===== src/hdl/ale_pkg.sv =====
`timescale 1ns / 1ps
// ----------------------------------------------------------------------------
// ale_pkg
// Shared types and constants of the ordered list engine: operation and
// status codes, controller states, datapath command and status bundles.
// ----------------------------------------------------------------------------
package ale_pkg;

   localparam int DATA_W    = 32;
   localparam int CNT_W     = 5;
   localparam int MODE_W    = 4;
   localparam int DEPTH_DEF = 16;
   localparam int CAP_RESET = 16;
   localparam int CSR_AW    = 3;
   localparam int CSR_DW    = 32;
   localparam int REQ_DW    = 72;
   localparam int RSP_DW    = 16;

   localparam logic [CSR_AW-1:0] ADDR_CAPACITY = 3'd0;

   typedef enum logic [MODE_W-1:0] {
      MD_INS_FRONT = 4'd0,
      MD_INS_BACK  = 4'd1,
      MD_RM_FRONT  = 4'd2,
      MD_RM_BACK   = 4'd3,
      MD_RM_AT     = 4'd4,
      MD_FIND      = 4'd5,
      MD_REPLACE   = 4'd6,
      MD_RM_VALUE  = 4'd7,
      MD_CLEAR     = 4'd8
   } mode_type;

   typedef enum logic [2:0] {
      ST_OK        = 3'd0,
      ST_FULL      = 3'd1,
      ST_EMPTY     = 3'd2,
      ST_NOT_FOUND = 3'd3,
      ST_BAD_POS   = 3'd4
   } status_type;

   typedef enum logic [3:0] {
      OP_NONE,
      OP_LOAD,
      OP_DECODE,
      OP_RD_BELOW,
      OP_RD_ABOVE,
      OP_RD_AT,
      OP_WR_UP,
      OP_WR_DN,
      OP_CHECK,
      OP_FINISH
   } dp_op_type;

   typedef enum logic [3:0] {
      S_IDLE,
      S_DECODE,
      S_UP_RD,
      S_UP_WR,
      S_DN_RD,
      S_DN_WR,
      S_SC_RD,
      S_SC_CHK,
      S_DONE
   } state_type;

   typedef struct packed {
      dp_op_type op;
   } dp_cmd_type;

   typedef struct packed {
      mode_type         mode;
      logic             err_hit;
      logic             ptr_zero;
      logic             dn_end;
      logic             sc_end;
      logic             match;
      logic             pend_valid;
      logic             out_free;
      logic [CNT_W-1:0] cnt;
   } dp_sts_type;

endpackage


===== src/hdl/ale_ctrl.sv =====
`timescale 1ns / 1ps
// ----------------------------------------------------------------------------
// ale_ctrl
// Sequencer of the list engine: walks each operation through decode,
// shift, scan and finish steps and issues at most one command per cycle.
// ----------------------------------------------------------------------------
module ale_ctrl
   import ale_pkg::*;
(
   input  logic       clock,
   input  logic       reset,
   input  logic       req_tvalid,
   output logic       req_tready,
   output dp_cmd_type cmd,
   input  dp_sts_type sts
);

   state_type state_ff, state_in;

   always_ff @(posedge clock) begin
      if (reset) begin
         state_ff <= S_IDLE;
      end else begin
         state_ff <= state_in;
      end
   end

   // next state
   always_comb begin
      state_in = state_ff;
      unique case (state_ff)
         S_IDLE: begin
            if (req_tvalid) state_in = S_DECODE;
         end
         S_DECODE: begin
            if (sts.err_hit) begin
               state_in = S_DONE;
            end else begin
               unique case (sts.mode)
                  MD_INS_FRONT:                     state_in = S_UP_RD;
                  MD_RM_FRONT, MD_RM_AT:            state_in = S_DN_RD;
                  MD_FIND, MD_REPLACE, MD_RM_VALUE: state_in = S_SC_RD;
                  MD_INS_BACK, MD_RM_BACK, MD_CLEAR: state_in = S_DONE;
                  default:                          state_in = S_IDLE;
               endcase
            end
         end
         S_UP_RD: begin
            state_in = sts.ptr_zero ? S_DONE : S_UP_WR;
         end
         S_UP_WR: begin
            state_in = S_UP_RD;
         end
         S_DN_RD: begin
            state_in = sts.dn_end ? S_DONE : S_DN_WR;
         end
         S_DN_WR: begin
            state_in = S_DN_RD;
         end
         S_SC_RD: begin
            state_in = sts.sc_end ? S_DONE : S_SC_CHK;
         end
         S_SC_CHK: begin
            priority if (sts.match && sts.mode == MD_RM_VALUE) begin
               state_in = S_DN_RD;
            end else if (sts.match && sts.pend_valid && !sts.out_free) begin
               state_in = S_SC_CHK;
            end else begin
               state_in = S_SC_RD;
            end
         end
         S_DONE: begin
            if (sts.out_free) state_in = S_IDLE;
         end
      endcase
   end

   // outputs
   always_comb begin
      req_tready = 1'b0;
      cmd.op     = OP_NONE;
      unique case (state_ff)
         S_IDLE: begin
            req_tready = 1'b1;
            if (req_tvalid) cmd.op = OP_LOAD;
         end
         S_DECODE: begin
            cmd.op = OP_DECODE;
         end
         S_UP_RD: begin
            if (!sts.ptr_zero) cmd.op = OP_RD_BELOW;
         end
         S_UP_WR: begin
            cmd.op = OP_WR_UP;
         end
         S_DN_RD: begin
            if (!sts.dn_end) cmd.op = OP_RD_ABOVE;
         end
         S_DN_WR: begin
            cmd.op = OP_WR_DN;
         end
         S_SC_RD: begin
            if (!sts.sc_end) cmd.op = OP_RD_AT;
         end
         S_SC_CHK: begin
            // hold while an earlier match still needs the output slot
            if (!(sts.match && sts.mode != MD_RM_VALUE && sts.pend_valid
                  && !sts.out_free)) begin
               cmd.op = OP_CHECK;
            end
         end
         S_DONE: begin
            if (sts.out_free) cmd.op = OP_FINISH;
         end
      endcase
   end

endmodule


===== src/hdl/ale_dpath.sv =====
`timescale 1ns / 1ps
// ----------------------------------------------------------------------------
// ale_dpath
// Datapath of the list engine: entry store with one write and one
// registered read port, count, walk pointer, pending match and the
// result register.
// ----------------------------------------------------------------------------
module ale_dpath
   import ale_pkg::*;
#(
   parameter int DEPTH = DEPTH_DEF
)
(
   input  logic              clock,
   input  logic              reset,
   input  dp_cmd_type        cmd,
   output dp_sts_type        sts,
   input  logic [CNT_W-1:0]  capacity,
   input  logic [MODE_W-1:0] req_mode,
   input  logic [DATA_W-1:0] req_value,
   input  logic [DATA_W-1:0] req_new_value,
   input  logic [CNT_W-1:0]  req_position,
   output logic              rsp_valid,
   input  logic              rsp_ready,
   output status_type        rsp_status,
   output logic [CNT_W-1:0]  rsp_match_position,
   output logic [CNT_W-1:0]  rsp_entry_count,
   output logic              rsp_last
);

   localparam int IDX_W = $clog2(DEPTH);

   logic [DATA_W-1:0] mem [DEPTH];
   logic [DATA_W-1:0] rdata_ff;

   mode_type          mode_ff, mode_in;
   logic [DATA_W-1:0] val_ff, val_in;
   logic [DATA_W-1:0] nval_ff, nval_in;
   logic [CNT_W-1:0]  pos_ff, pos_in;
   logic [CNT_W-1:0]  count_ff, count_in;
   logic [CNT_W-1:0]  ptr_ff, ptr_in;
   logic [CNT_W-1:0]  pend_ff, pend_in;
   status_type        err_ff, err_in;

   logic              rsp_valid_ff, rsp_valid_in;
   status_type        rsp_status_ff, rsp_status_in;
   logic [CNT_W-1:0]  rsp_pos_ff, rsp_pos_in;
   logic [CNT_W-1:0]  rsp_cnt_ff, rsp_cnt_in;
   logic              rsp_last_ff, rsp_last_in;

   logic [CNT_W-1:0]  cap_eff;
   status_type        err_c;
   logic [CNT_W:0]    ptr_p1;
   logic              match;
   logic              out_free;

   logic              mem_we;
   logic [IDX_W-1:0]  mem_wa;
   logic [DATA_W-1:0] mem_wd;
   logic              rd_en;
   logic [IDX_W-1:0]  rd_addr;

   logic              emit;
   status_type        em_status;
   logic [CNT_W-1:0]  em_pos;
   logic              em_last;

   assign cap_eff  = (32'(capacity) > DEPTH) ? CNT_W'(DEPTH) : capacity;
   assign ptr_p1   = {1'b0, ptr_ff} + 1'b1;
   assign match    = (rdata_ff == val_ff);
   assign out_free = !rsp_valid_ff || rsp_ready;

   always_comb begin
      err_c = ST_OK;
      unique case (mode_ff)
         MD_INS_FRONT, MD_INS_BACK: begin
            if (count_ff >= cap_eff) err_c = ST_FULL;
         end
         MD_RM_FRONT, MD_RM_BACK, MD_FIND: begin
            if (count_ff == '0) err_c = ST_EMPTY;
         end
         MD_RM_AT: begin
            priority if (count_ff == '0) begin
               err_c = ST_EMPTY;
            end else if (pos_ff == '0 || pos_ff > count_ff) begin
               err_c = ST_BAD_POS;
            end
         end
         default: err_c = ST_OK;
      endcase
   end

   always_comb begin
      sts.mode       = mode_ff;
      sts.err_hit    = (err_c != ST_OK);
      sts.ptr_zero   = (ptr_ff == '0);
      sts.dn_end     = (ptr_p1 >= {1'b0, count_ff});
      sts.sc_end     = (ptr_ff >= count_ff);
      sts.match      = match;
      sts.pend_valid = (pend_ff != '0);
      sts.out_free   = out_free;
      sts.cnt        = count_ff;
   end

   always_comb begin
      mode_in   = mode_ff;
      val_in    = val_ff;
      nval_in   = nval_ff;
      pos_in    = pos_ff;
      count_in  = count_ff;
      ptr_in    = ptr_ff;
      pend_in   = pend_ff;
      err_in    = err_ff;
      mem_we    = 1'b0;
      mem_wa    = IDX_W'(ptr_ff);
      mem_wd    = rdata_ff;
      rd_en     = 1'b0;
      rd_addr   = IDX_W'(ptr_ff);
      emit      = 1'b0;
      em_status = ST_OK;
      em_pos    = '0;
      em_last   = 1'b1;

      unique case (cmd.op)
         OP_NONE: begin
         end
         OP_LOAD: begin
            mode_in = mode_type'(req_mode);
            val_in  = req_value;
            nval_in = req_new_value;
            pos_in  = req_position;
            pend_in = '0;
         end
         OP_DECODE: begin
            err_in = err_c;
            unique case (mode_ff)
               MD_INS_FRONT: ptr_in = count_ff;
               MD_RM_AT:     ptr_in = pos_ff - 1'b1;
               default:      ptr_in = '0;
            endcase
         end
         OP_RD_BELOW: begin
            rd_en   = 1'b1;
            rd_addr = IDX_W'(ptr_ff - 1'b1);
         end
         OP_RD_ABOVE: begin
            rd_en   = 1'b1;
            rd_addr = IDX_W'(ptr_p1[CNT_W-1:0]);
         end
         OP_RD_AT: begin
            rd_en = 1'b1;
         end
         OP_WR_UP: begin
            mem_we = 1'b1;
            ptr_in = ptr_ff - 1'b1;
         end
         OP_WR_DN: begin
            mem_we = 1'b1;
            ptr_in = ptr_p1[CNT_W-1:0];
         end
         OP_CHECK: begin
            if (match && mode_ff == MD_RM_VALUE) begin
               // keep ptr: the shift down starts at the matching entry
               pend_in = ptr_p1[CNT_W-1:0];
            end else if (match) begin
               if (mode_ff == MD_REPLACE) begin
                  mem_we = 1'b1;
                  mem_wd = nval_ff;
               end
               // release the previous match, it is not the final one
               if (pend_ff != '0) begin
                  emit    = 1'b1;
                  em_pos  = pend_ff;
                  em_last = 1'b0;
               end
               pend_in = ptr_p1[CNT_W-1:0];
               ptr_in  = ptr_p1[CNT_W-1:0];
            end else begin
               ptr_in = ptr_p1[CNT_W-1:0];
            end
         end
         OP_FINISH: begin
            emit = 1'b1;
            if (err_ff != ST_OK) begin
               em_status = err_ff;
            end else begin
               unique case (mode_ff)
                  MD_INS_FRONT: begin
                     mem_we   = 1'b1;
                     mem_wa   = '0;
                     mem_wd   = val_ff;
                     count_in = count_ff + 1'b1;
                  end
                  MD_INS_BACK: begin
                     mem_we   = 1'b1;
                     mem_wa   = IDX_W'(count_ff);
                     mem_wd   = val_ff;
                     count_in = count_ff + 1'b1;
                  end
                  MD_RM_FRONT, MD_RM_BACK, MD_RM_AT: begin
                     count_in = count_ff - 1'b1;
                  end
                  MD_FIND, MD_REPLACE: begin
                     if (pend_ff != '0) begin
                        em_pos = pend_ff;
                     end else begin
                        em_status = ST_NOT_FOUND;
                     end
                  end
                  MD_RM_VALUE: begin
                     if (pend_ff != '0) begin
                        em_pos   = pend_ff;
                        count_in = count_ff - 1'b1;
                     end else begin
                        em_status = ST_NOT_FOUND;
                     end
                  end
                  MD_CLEAR: begin
                     count_in = '0;
                  end
                  default: begin
                     emit = 1'b0;
                  end
               endcase
            end
         end
         default: begin
         end
      endcase

      rsp_valid_in  = rsp_valid_ff && !rsp_ready;
      rsp_status_in = rsp_status_ff;
      rsp_pos_in    = rsp_pos_ff;
      rsp_cnt_in    = rsp_cnt_ff;
      rsp_last_in   = rsp_last_ff;
      if (emit) begin
         rsp_valid_in  = 1'b1;
         rsp_status_in = em_status;
         rsp_pos_in    = em_pos;
         rsp_cnt_in    = count_in;
         rsp_last_in   = em_last;
      end
   end

   always_ff @(posedge clock) begin
      if (mem_we) mem[mem_wa] <= mem_wd;
      if (rd_en) rdata_ff <= mem[rd_addr];
   end

   always_ff @(posedge clock) begin
      if (reset) begin
         count_ff     <= '0;
         rsp_valid_ff <= 1'b0;
      end else begin
         count_ff     <= count_in;
         rsp_valid_ff <= rsp_valid_in;
      end
   end

   always_ff @(posedge clock) begin
      mode_ff       <= mode_in;
      val_ff        <= val_in;
      nval_ff       <= nval_in;
      pos_ff        <= pos_in;
      ptr_ff        <= ptr_in;
      pend_ff       <= pend_in;
      err_ff        <= err_in;
      rsp_status_ff <= rsp_status_in;
      rsp_pos_ff    <= rsp_pos_in;
      rsp_cnt_ff    <= rsp_cnt_in;
      rsp_last_ff   <= rsp_last_in;
   end

   assign rsp_valid          = rsp_valid_ff;
   assign rsp_status         = rsp_status_ff;
   assign rsp_match_position = rsp_pos_ff;
   assign rsp_entry_count    = rsp_cnt_ff;
   assign rsp_last           = rsp_last_ff;

endmodule


===== src/hdl/array_list_engine.sv =====
`timescale 1ns / 1ps
// ----------------------------------------------------------------------------
// array_list_engine
// Ordered list of signed 32-bit values with insert, remove, find, replace
// and clear operations; each operation answers with status and count.
// ----------------------------------------------------------------------------
//  channel   direction  handshake              payload
//  req_      in         tvalid/tready          tuser mode, tdata value/new_value/position
//  rsp_      out        tvalid/tready/tlast    tdata status/match_position/entry_count
//  csr_      in         psel/penable, pready=1 capacity at byte address 0
//
//  One operation is in flight at a time; the next item is taken once the
//  sequencer is back in idle, even while the last result still waits.
//  Insert back, remove back, clear and errors only decode and finish;
//  insert front shifts all entries up, positional removals those above
//  the position down, find, replace and remove-value scan: one read and
//  one write or check per entry via the store's single registered read port.
//  A stalled result channel holds the scan at its next match.
//  Reset is synchronous; it clears count and control, not the store.
// ----------------------------------------------------------------------------
module array_list_engine
   import ale_pkg::*;
#(
   parameter int DEPTH = DEPTH_DEF
)
(
   input  logic              clock,
   input  logic              reset,
   input  logic              req_tvalid,
   output logic              req_tready,
   // [31:0] value, [63:32] new_value, [68:64] position, rest zero
   input  logic [REQ_DW-1:0] req_tdata,
   // [3:0] mode
   input  logic [MODE_W-1:0] req_tuser,
   output logic              rsp_tvalid,
   input  logic              rsp_tready,
   // [2:0] status, [7:3] match_position, [12:8] entry_count, rest zero
   output logic [RSP_DW-1:0] rsp_tdata,
   output logic              rsp_tlast,
   input  logic              csr_psel,
   input  logic              csr_penable,
   input  logic              csr_pwrite,
   input  logic [CSR_AW-1:0] csr_paddr,
   input  logic [CSR_DW-1:0] csr_pwdata,
   output logic [CSR_DW-1:0] csr_prdata,
   output logic              csr_pready
);

   dp_cmd_type       cmd;
   dp_sts_type       sts;
   logic [CNT_W-1:0] cap_ff;
   status_type       rsp_status;
   logic [CNT_W-1:0] rsp_pos;
   logic [CNT_W-1:0] rsp_cnt;

   assign csr_pready = 1'b1;

   always_ff @(posedge clock) begin
      if (reset) begin
         cap_ff <= CNT_W'(CAP_RESET);
      end else if (csr_psel && csr_penable && csr_pwrite
                   && csr_paddr == ADDR_CAPACITY) begin
         cap_ff <= csr_pwdata[CNT_W-1:0];
      end
   end

   assign csr_prdata = (csr_paddr == ADDR_CAPACITY) ? CSR_DW'(cap_ff) : '0;

   ale_ctrl u_ctrl (
      .clock      (clock),
      .reset      (reset),
      .req_tvalid (req_tvalid),
      .req_tready (req_tready),
      .cmd        (cmd),
      .sts        (sts)
   );

   ale_dpath #(
      .DEPTH (DEPTH)
   ) u_dpath (
      .clock              (clock),
      .reset              (reset),
      .cmd                (cmd),
      .sts                (sts),
      .capacity           (cap_ff),
      .req_mode           (req_tuser),
      .req_value          (req_tdata[DATA_W-1:0]),
      .req_new_value      (req_tdata[2*DATA_W-1:DATA_W]),
      .req_position       (req_tdata[2*DATA_W+CNT_W-1:2*DATA_W]),
      .rsp_valid          (rsp_tvalid),
      .rsp_ready          (rsp_tready),
      .rsp_status         (rsp_status),
      .rsp_match_position (rsp_pos),
      .rsp_entry_count    (rsp_cnt),
      .rsp_last           (rsp_tlast)
   );

   assign rsp_tdata = RSP_DW'({rsp_cnt, rsp_pos, rsp_status});

`ifndef SYNTHESIS
   a_count_bound: assert property (@(posedge clock) disable iff (reset)
      sts.cnt <= DEPTH)
      else $error("entry count beyond store depth");

   a_mid_status_ok: assert property (@(posedge clock) disable iff (reset)
      rsp_tvalid && !rsp_tlast |-> rsp_tdata[2:0] == ST_OK)
      else $error("non-final result without ok status");

   a_one_in_flight: assert property (@(posedge clock) disable iff (reset)
      req_tvalid && req_tready |=> !req_tready)
      else $error("second item taken while an operation is in flight");
`endif

endmodule

===== config.mk =====
export PLATFORM = sky130hd
export DESIGN_NAME = array_list_engine
export DESIGN_NICKNAME = d
export VERILOG_FILES = /design/src/hdl/ale_pkg.sv /design/src/hdl/ale_ctrl.sv /design/src/hdl/ale_dpath.sv /design/src/hdl/array_list_engine.sv
export SDC_FILE = /design/constraint.sdc
export NUM_CORES = 1
export LEC_CHECK = 0
export ABC_CLOCK_PERIOD_IN_PS = 33900
export BUFFER_PORTS_ARGS = -buffer_cell sky130_fd_sc_hd__buf_2
export CORE_MARGIN = 5
export CORE_UTILIZATION = 45
export CTS_BUF_LIST = sky130_fd_sc_hd__clkbuf_4 sky130_fd_sc_hd__clkbuf_8 sky130_fd_sc_hd__clkbuf_16
export DETAILED_ROUTE_END_ITERATION = 16
export PLACE_DENSITY = 0.62
export REMOVE_ABC_BUFFERS = 1
export SYNTH_ARGS = -nofsm -noshare
export SYNTH_HDL_FRONTEND = slang
export SYNTH_HIERARCHICAL = 1
export SYNTH_SLANG_ARGS = --single-unit
export TNS_END_PERCENT = 10

===== constraint.sdc =====
create_clock -name clock -period 33.9 [get_ports clock]
set_input_delay 3.39 -clock clock [delete_from_list [all_inputs] [get_ports clock]]
set_output_delay 3.39 -clock clock [all_outputs]
set_load 0.01 [all_outputs]

# == Word level (Yosys, flattened, before mapping) ==
# Memory sizes are Yosys's and may differ from the RTL's. A register that Yosys moved wholly into a read port is not among the register bits.
# Index checks and enable logic that the tools add are counted.
# word_totals
n_memories,2
wordCells,168
ramBits,512
regBits,115
rom_bits,48
inputBits,118
output_inout_bits,52
# op_classes
n_reduce_logical,37
add_sub_neg,5
n_eq_ne,31
bitwise_logic,2
n_mux,71
magnitude_cmp,5
# mem_list
name,depth,word_bits,read_ports,rd_clocked_by_memory_dff,write_ports,line_no,source
u_dpath.mem,16,32,1,1,1,ale_dpath.sv:33,logic [DATA_W-1:0] mem [DEPTH];
(no name shown),16,3,1,1,0,ale_ctrl.sv:39,unique case (sts.mode)
# op_table
op,n
$mux W32,5
$pmux W4 S9,2
$mux W5,13
$pmux W32 S2,1
$eq A4 B3 Y1 const B,12
$mux W4,12
$pmux W5 S4,2
$eq A32 B32 Y1,1
$pmux W5 S2,3
$eq A4 B2 Y1 const B,6
$mux W1,19
$mux W3,6
$eq A4 B4 Y1 const B,4
$pmux W4 S2,2
$logic_not A5 Y1,3
$reduce_or A3 Y1,5
$sub A5 B1 Y5 const B,3
$eq A4 B1 Y1 const B,3
$ge A5 B5 Y1,2
$logic_and A1 B1 Y1,10
$pmux W3 S3,1
$reduce_or A9 Y1,1
$logic_not A4 Y1,2
$add A5 B1 Y6 const B,1
21 further kinds,32

# == Logic depth before layout (Yosys ltp) ==
# depth
depth_word,11
mapped_depth,22
depth_no_buf,19

# == Modules after synthesis ==
# The synthesis kept the hierarchy.
# by_module_without_submodules
mod,cells_per_inst,seq_area_each_um2,instances,area_per_inst_um2
ale_dpath,1401,19458.7,1,26058.7
ale_ctrl,74,80.1,1,524.3
array_list_engine,62,100.1,1,519.2

# == Least setup slack after synthesis ==
# No wires, ideal clock.
# synth_timing
path_type,input to register
startpoint,input port rsp_tready
endpoint,register u_dpath.mode_ff[0] (enable)
required_time_ns,33.186
slack_ns,21.259
n_path_buf,2
cell_stages,8
setup_time_ns,0.714
t_arrival_ns,11.928
cell_sequence,nand2b_1 -> buf_4 -> nand2_1 -> o22ai_1 -> nand2_1 -> o221ai_1 -> clkbuf_1 -> nor4b_1
# synth_rtl
item,line_no,source
start: declaration,array_list_engine.sv:36,"input logic rsp_tready,"
end signal: assignment,ale_dpath.sv:261,mode_ff <= mode_in;
end: declaration,ale_dpath.sv:36,"mode_type mode_ff, mode_in;"

# == Worst setup path in the final report ==
# layout_timing
startpoint,input port csr_paddr[1]
endpoint,output port csr_prdata[0]
# layout_between
elab_chain_cells,2
# layout_rtl
item,line_no,source
start: declaration,array_list_engine.sv:43,"input logic [CSR_AW-1:0] csr_paddr,"
$logic_not A3 Y1,array_list_engine.sv:67,assign csr_prdata = (csr_paddr == ADDR_CAPACITY) ? CSR_DW'(cap_ff) : '0;
$mux W5,array_list_engine.sv:67,
end: declaration,array_list_engine.sv:45,"output logic [CSR_DW-1:0] csr_prdata,"
# No other way between the ends.

==> flow_summary.toml <==
[power_and_ir_drop]
clock_power_share_pct = 42.9
p_switching_mw = 0.3815
leakage_nw = 10.35
sw_frac_of_total_pct = 21.45
seqPwrFrac_pct = 51.4
p_int_mw = 1.397
power_mw = 1.779
pwr-share-comb_pct = 5.8
power_per_cell_area_nw_per_um2 = 57.50
irDropWorstVdd_uv = 51.43

[die]
core.rowCount = 90
ios = 170
die_area_sq_um = 65230
dieHeight_um = 255.4
start_util_pct = 45.16
core_area_sq_um = 60020
fp.dieW_um = 255.4

[worst_setup_path]
end_kind = "output pin"
reg2reg_from = "u_dpath/ptr_ff[0]"
start_kind = "primary input"
worstPathRequired_ns = 30.51
worstPathArrival_ns = 4.14
r2r_end = "u_dpath/rdata_ff[23]"
crit_type = "in -> out"
worst-path-max-fanout = 6
reg2reg_setup_slack_ns = 26.73
reg2regPathDepth = 20

[yosys]
yosysSeqAreaShare_pct = 72.46
ys_top_cells_by_area = "edfxtp_1 71%, mux4_2 11%, a22oi_1 2.7%"
synth_cells = 1537
synth.cell_area_sq_um = 27100
synth_top_cell_area_share_pct = 71.35
synthFlopType = "edfxtp_1"
synth_top_area_cell = "edfxtp_1"
ys_ff_latch = 659
synth_edf_count = 644
ys_async_sr_fraction_pct = 0
synth_area_per_cell_sq_um = 17.63
yosys_warnings = 6
synth.distinct_cells = 68

[routing]
ant_nets = 0
route.detailed.drc = 0
viasPerCell = 5.795
routed_wl_um = 63680
routedWlPerCell_um = 25.42
dr.pass1.iters = 7
routed-via-count = 14516
drtIter0Drc = 1492

[finish]
final_nets = 1816
area_growth_pct = 14.15
diodes = 0
regArea_sq_um = 19640
fin_area_sq_um = 30940
multi_input_area_sq_um = 7082
final_cells = 2505
fin_util_pct = 51.54
nFillCells = 4839
layout-drive-gt1-share_pct = 24.78

[clock_network]
clock_path_buffers = 3
path_clk_slew_ns = 0.06
numCtsBuffers = 70
tritoncts = "yes"
clk_latency_ns = 0.61
cts_setup_buffers = 0
root_buffer = "clkbuf_16"
cts_resized = 0
cts_htree_levels = 3
cts_sinks = 659
cts-hold-fix-buffers = 0

[hold_path]
hp-class = "reg -> reg"
min-delay-start = "cap_ff[0]"
whs_endpoint = "cap_ff[0]"
holdPathStages = 2

[timing]
max-slew-margin-rel_pct = 28.66
setup_tns_ns = 0
timing.hold.ws_ns = 0.4893
fin_crit_sh_pct = 22.23
grt_setup_unrepaired = "no"
max_clock_freq_mhz = 132.7
slew_violations = 0
setup_viol = 0
tightest_slew_ns = 1.065
layout_setup_ws_ns = 26.37
period_needed_ns = 7.534
finalHoldViolations = 0
finClkSkew_ns = 0.02520

[grt]
grt_use_met2_pct = 30.02
grt_pass1_wl_um = 93970
grt.met3_usage_pct = 3.633
grt_overflow = 0
top_usage_layer = "met2"
grt_max_degree = 119
use_met1_pct = 27.96
antenna_found_initial = 0
grt.total_usage_pct = 19.09
grt_pass1_vias = 14538

[job]
maxCapViolCount = 0

[status]
status = "completed"

[placement]
pre_cts_slack_ns = 25.81
placed_cells = 2380
port_buffers = 108
dpl.hpwl_um = 32820
gp_congestion = 0.8473
postPlaceCellArea_sq_um = 28620
[registers in the layout, summed over array words and instances (netlist names), 5 cells and up]
register                    cells
u_dpath/ptr_ff                  5
u_dpath/pend_ff                 5
u_dpath/nval_ff                32
u_dpath/val_ff                 32
u_dpath/rsp_entry_count         5
u_dpath/rdata_ff               32
u_dpath/count_ff                5
cap_ff                          5
u_dpath/rsp_match_position      5
u_dpath/mem                   512
u_dpath/pos_ff                  5
[logic make-up (layout without fill, tap and decap cells)]
group           after synthesis  in the layout  share of synthesized area, %
flops                       659            659                         72.46
simple gates                321            321                         5.748
compound gates              204            204                         5.332
mux                         139            139                         11.05
buf+inv                     137            294                         2.567
xor+xnor                     47             47                         1.519
fa+ha+maj                    28             28                         1.293
other cells                   2             31                       0.02771
[layout make-up]
| class | count | share of cell area, % |
|---|---|---|
| Inverter | 23 | 0.2791 |
| Sequential cell | 659 | 63.48 |
| Clock inverter | 41 | 1.420 |
| Timing Repair Buffer | 146 | 2.710 |
| Clock buffer | 84 | 6.058 |
| Multi-Input combinational cell | 770 | 22.89 |
| Tap cell | 782 | 3.163 |
[layout by cell type, fill, tap and decap left out, types with 7 or more instances in the layout]
cell type / Yosys / final
ha_1: 28 / 28
clkinv_1: 0 / 18
nor2_4: 0 / 20
xor2_1: 37 / 37
clkinv_2: 0 / 9
buf_2: 27 / 108
xnor2_1: 10 / 9
nand2b_1: 21 / 21
clkbuf_16: 0 / 71
a21o_1: 10 / 10
nor4_1: 12 / 12
conb_1: 2 / 31
nor2b_1: 14 / 14
clkbuf_4: 0 / 13
bufinv_16: 0 / 7
nand2_1: 134 / 134
a211oi_1: 7 / 7
a21oi_1: 19 / 18
buf_4: 37 / 37
inv_1: 22 / 22
a31oi_1: 11 / 11
mux4_2: 128 / 128
nor2_1: 57 / 37
edfxtp_1: 644 / 644
o21ai_0: 20 / 20
nand3_1: 17 / 17
dfxtp_1: 15 / 15
a22oi_1: 98 / 98
nor3_1: 16 / 16
mux2i_1: 9 / 9
[cells in the mapped netlist, types with 12 or more instances]
cell	instances
a21oi_1	19
a22oi_1	98
nand2_1	134
buf_4	37
o21ai_0	20
nor3_1	16
nor2_1	57
nor4_1	12
dfxtp_1	15
buf_1	12
nand3_1	17
edfxtp_1	644
clkbuf_1	36
ha_1	28
nor2b_1	14
nand2b_1	21
mux4_2	128
inv_1	22
xor2_1	37
buf_2	27
[per-layer routing]
layer | vias up | wire length, um
met5 | - | 0
met4 | 0 | 1439
met3 | 107 | 4464
met2 | 557 | 30010
met1 | 7497 | 27770
li1 | 6355 | -
[power groups by stage]
| stage | clock network [mW] | registers (mW) | logic, mW |
|---|---|---|---|
| 2_1_floorplan | 0 | 0.929 | 0.0920 |
| 3_3_place_gp | 0 | 0.931 | 0.102 |
| 3_5_place_dp | 0 | 0.931 | 0.104 |
| 4_1_cts | 0.777 | 0.914 | 0.104 |
| 5_1_grt | 0.811 | 0.914 | 0.112 |
| 6_report | 0.762 | 0.914 | 0.103 |
[worst max path at each step]
stage / from / endpoint / cells past startpoint
5_1_grt: rsp_tready / u_dpath/rdata_ff[23] / 16
6_report: csr_paddr[1] / csr_prdata[0] / 4
4_1_cts: csr_paddr[1] / csr_prdata[0] / 4
3_3_place_gp: rsp_tready / u_dpath/rdata_ff[2] / 16
3_5_place_dp: rsp_tready / u_dpath/rdata_ff[23] / 16
2_1_floorplan: rsp_tready / u_dpath/rdata_ff[0] / 11
[worst max-delay path: stages]
cell	delay, ns
buf_2	0.10
nor3_2	0.31
and2_2	0.21
buf_2	0.13
Note: power is estimated with default switching activity, not from simulation.
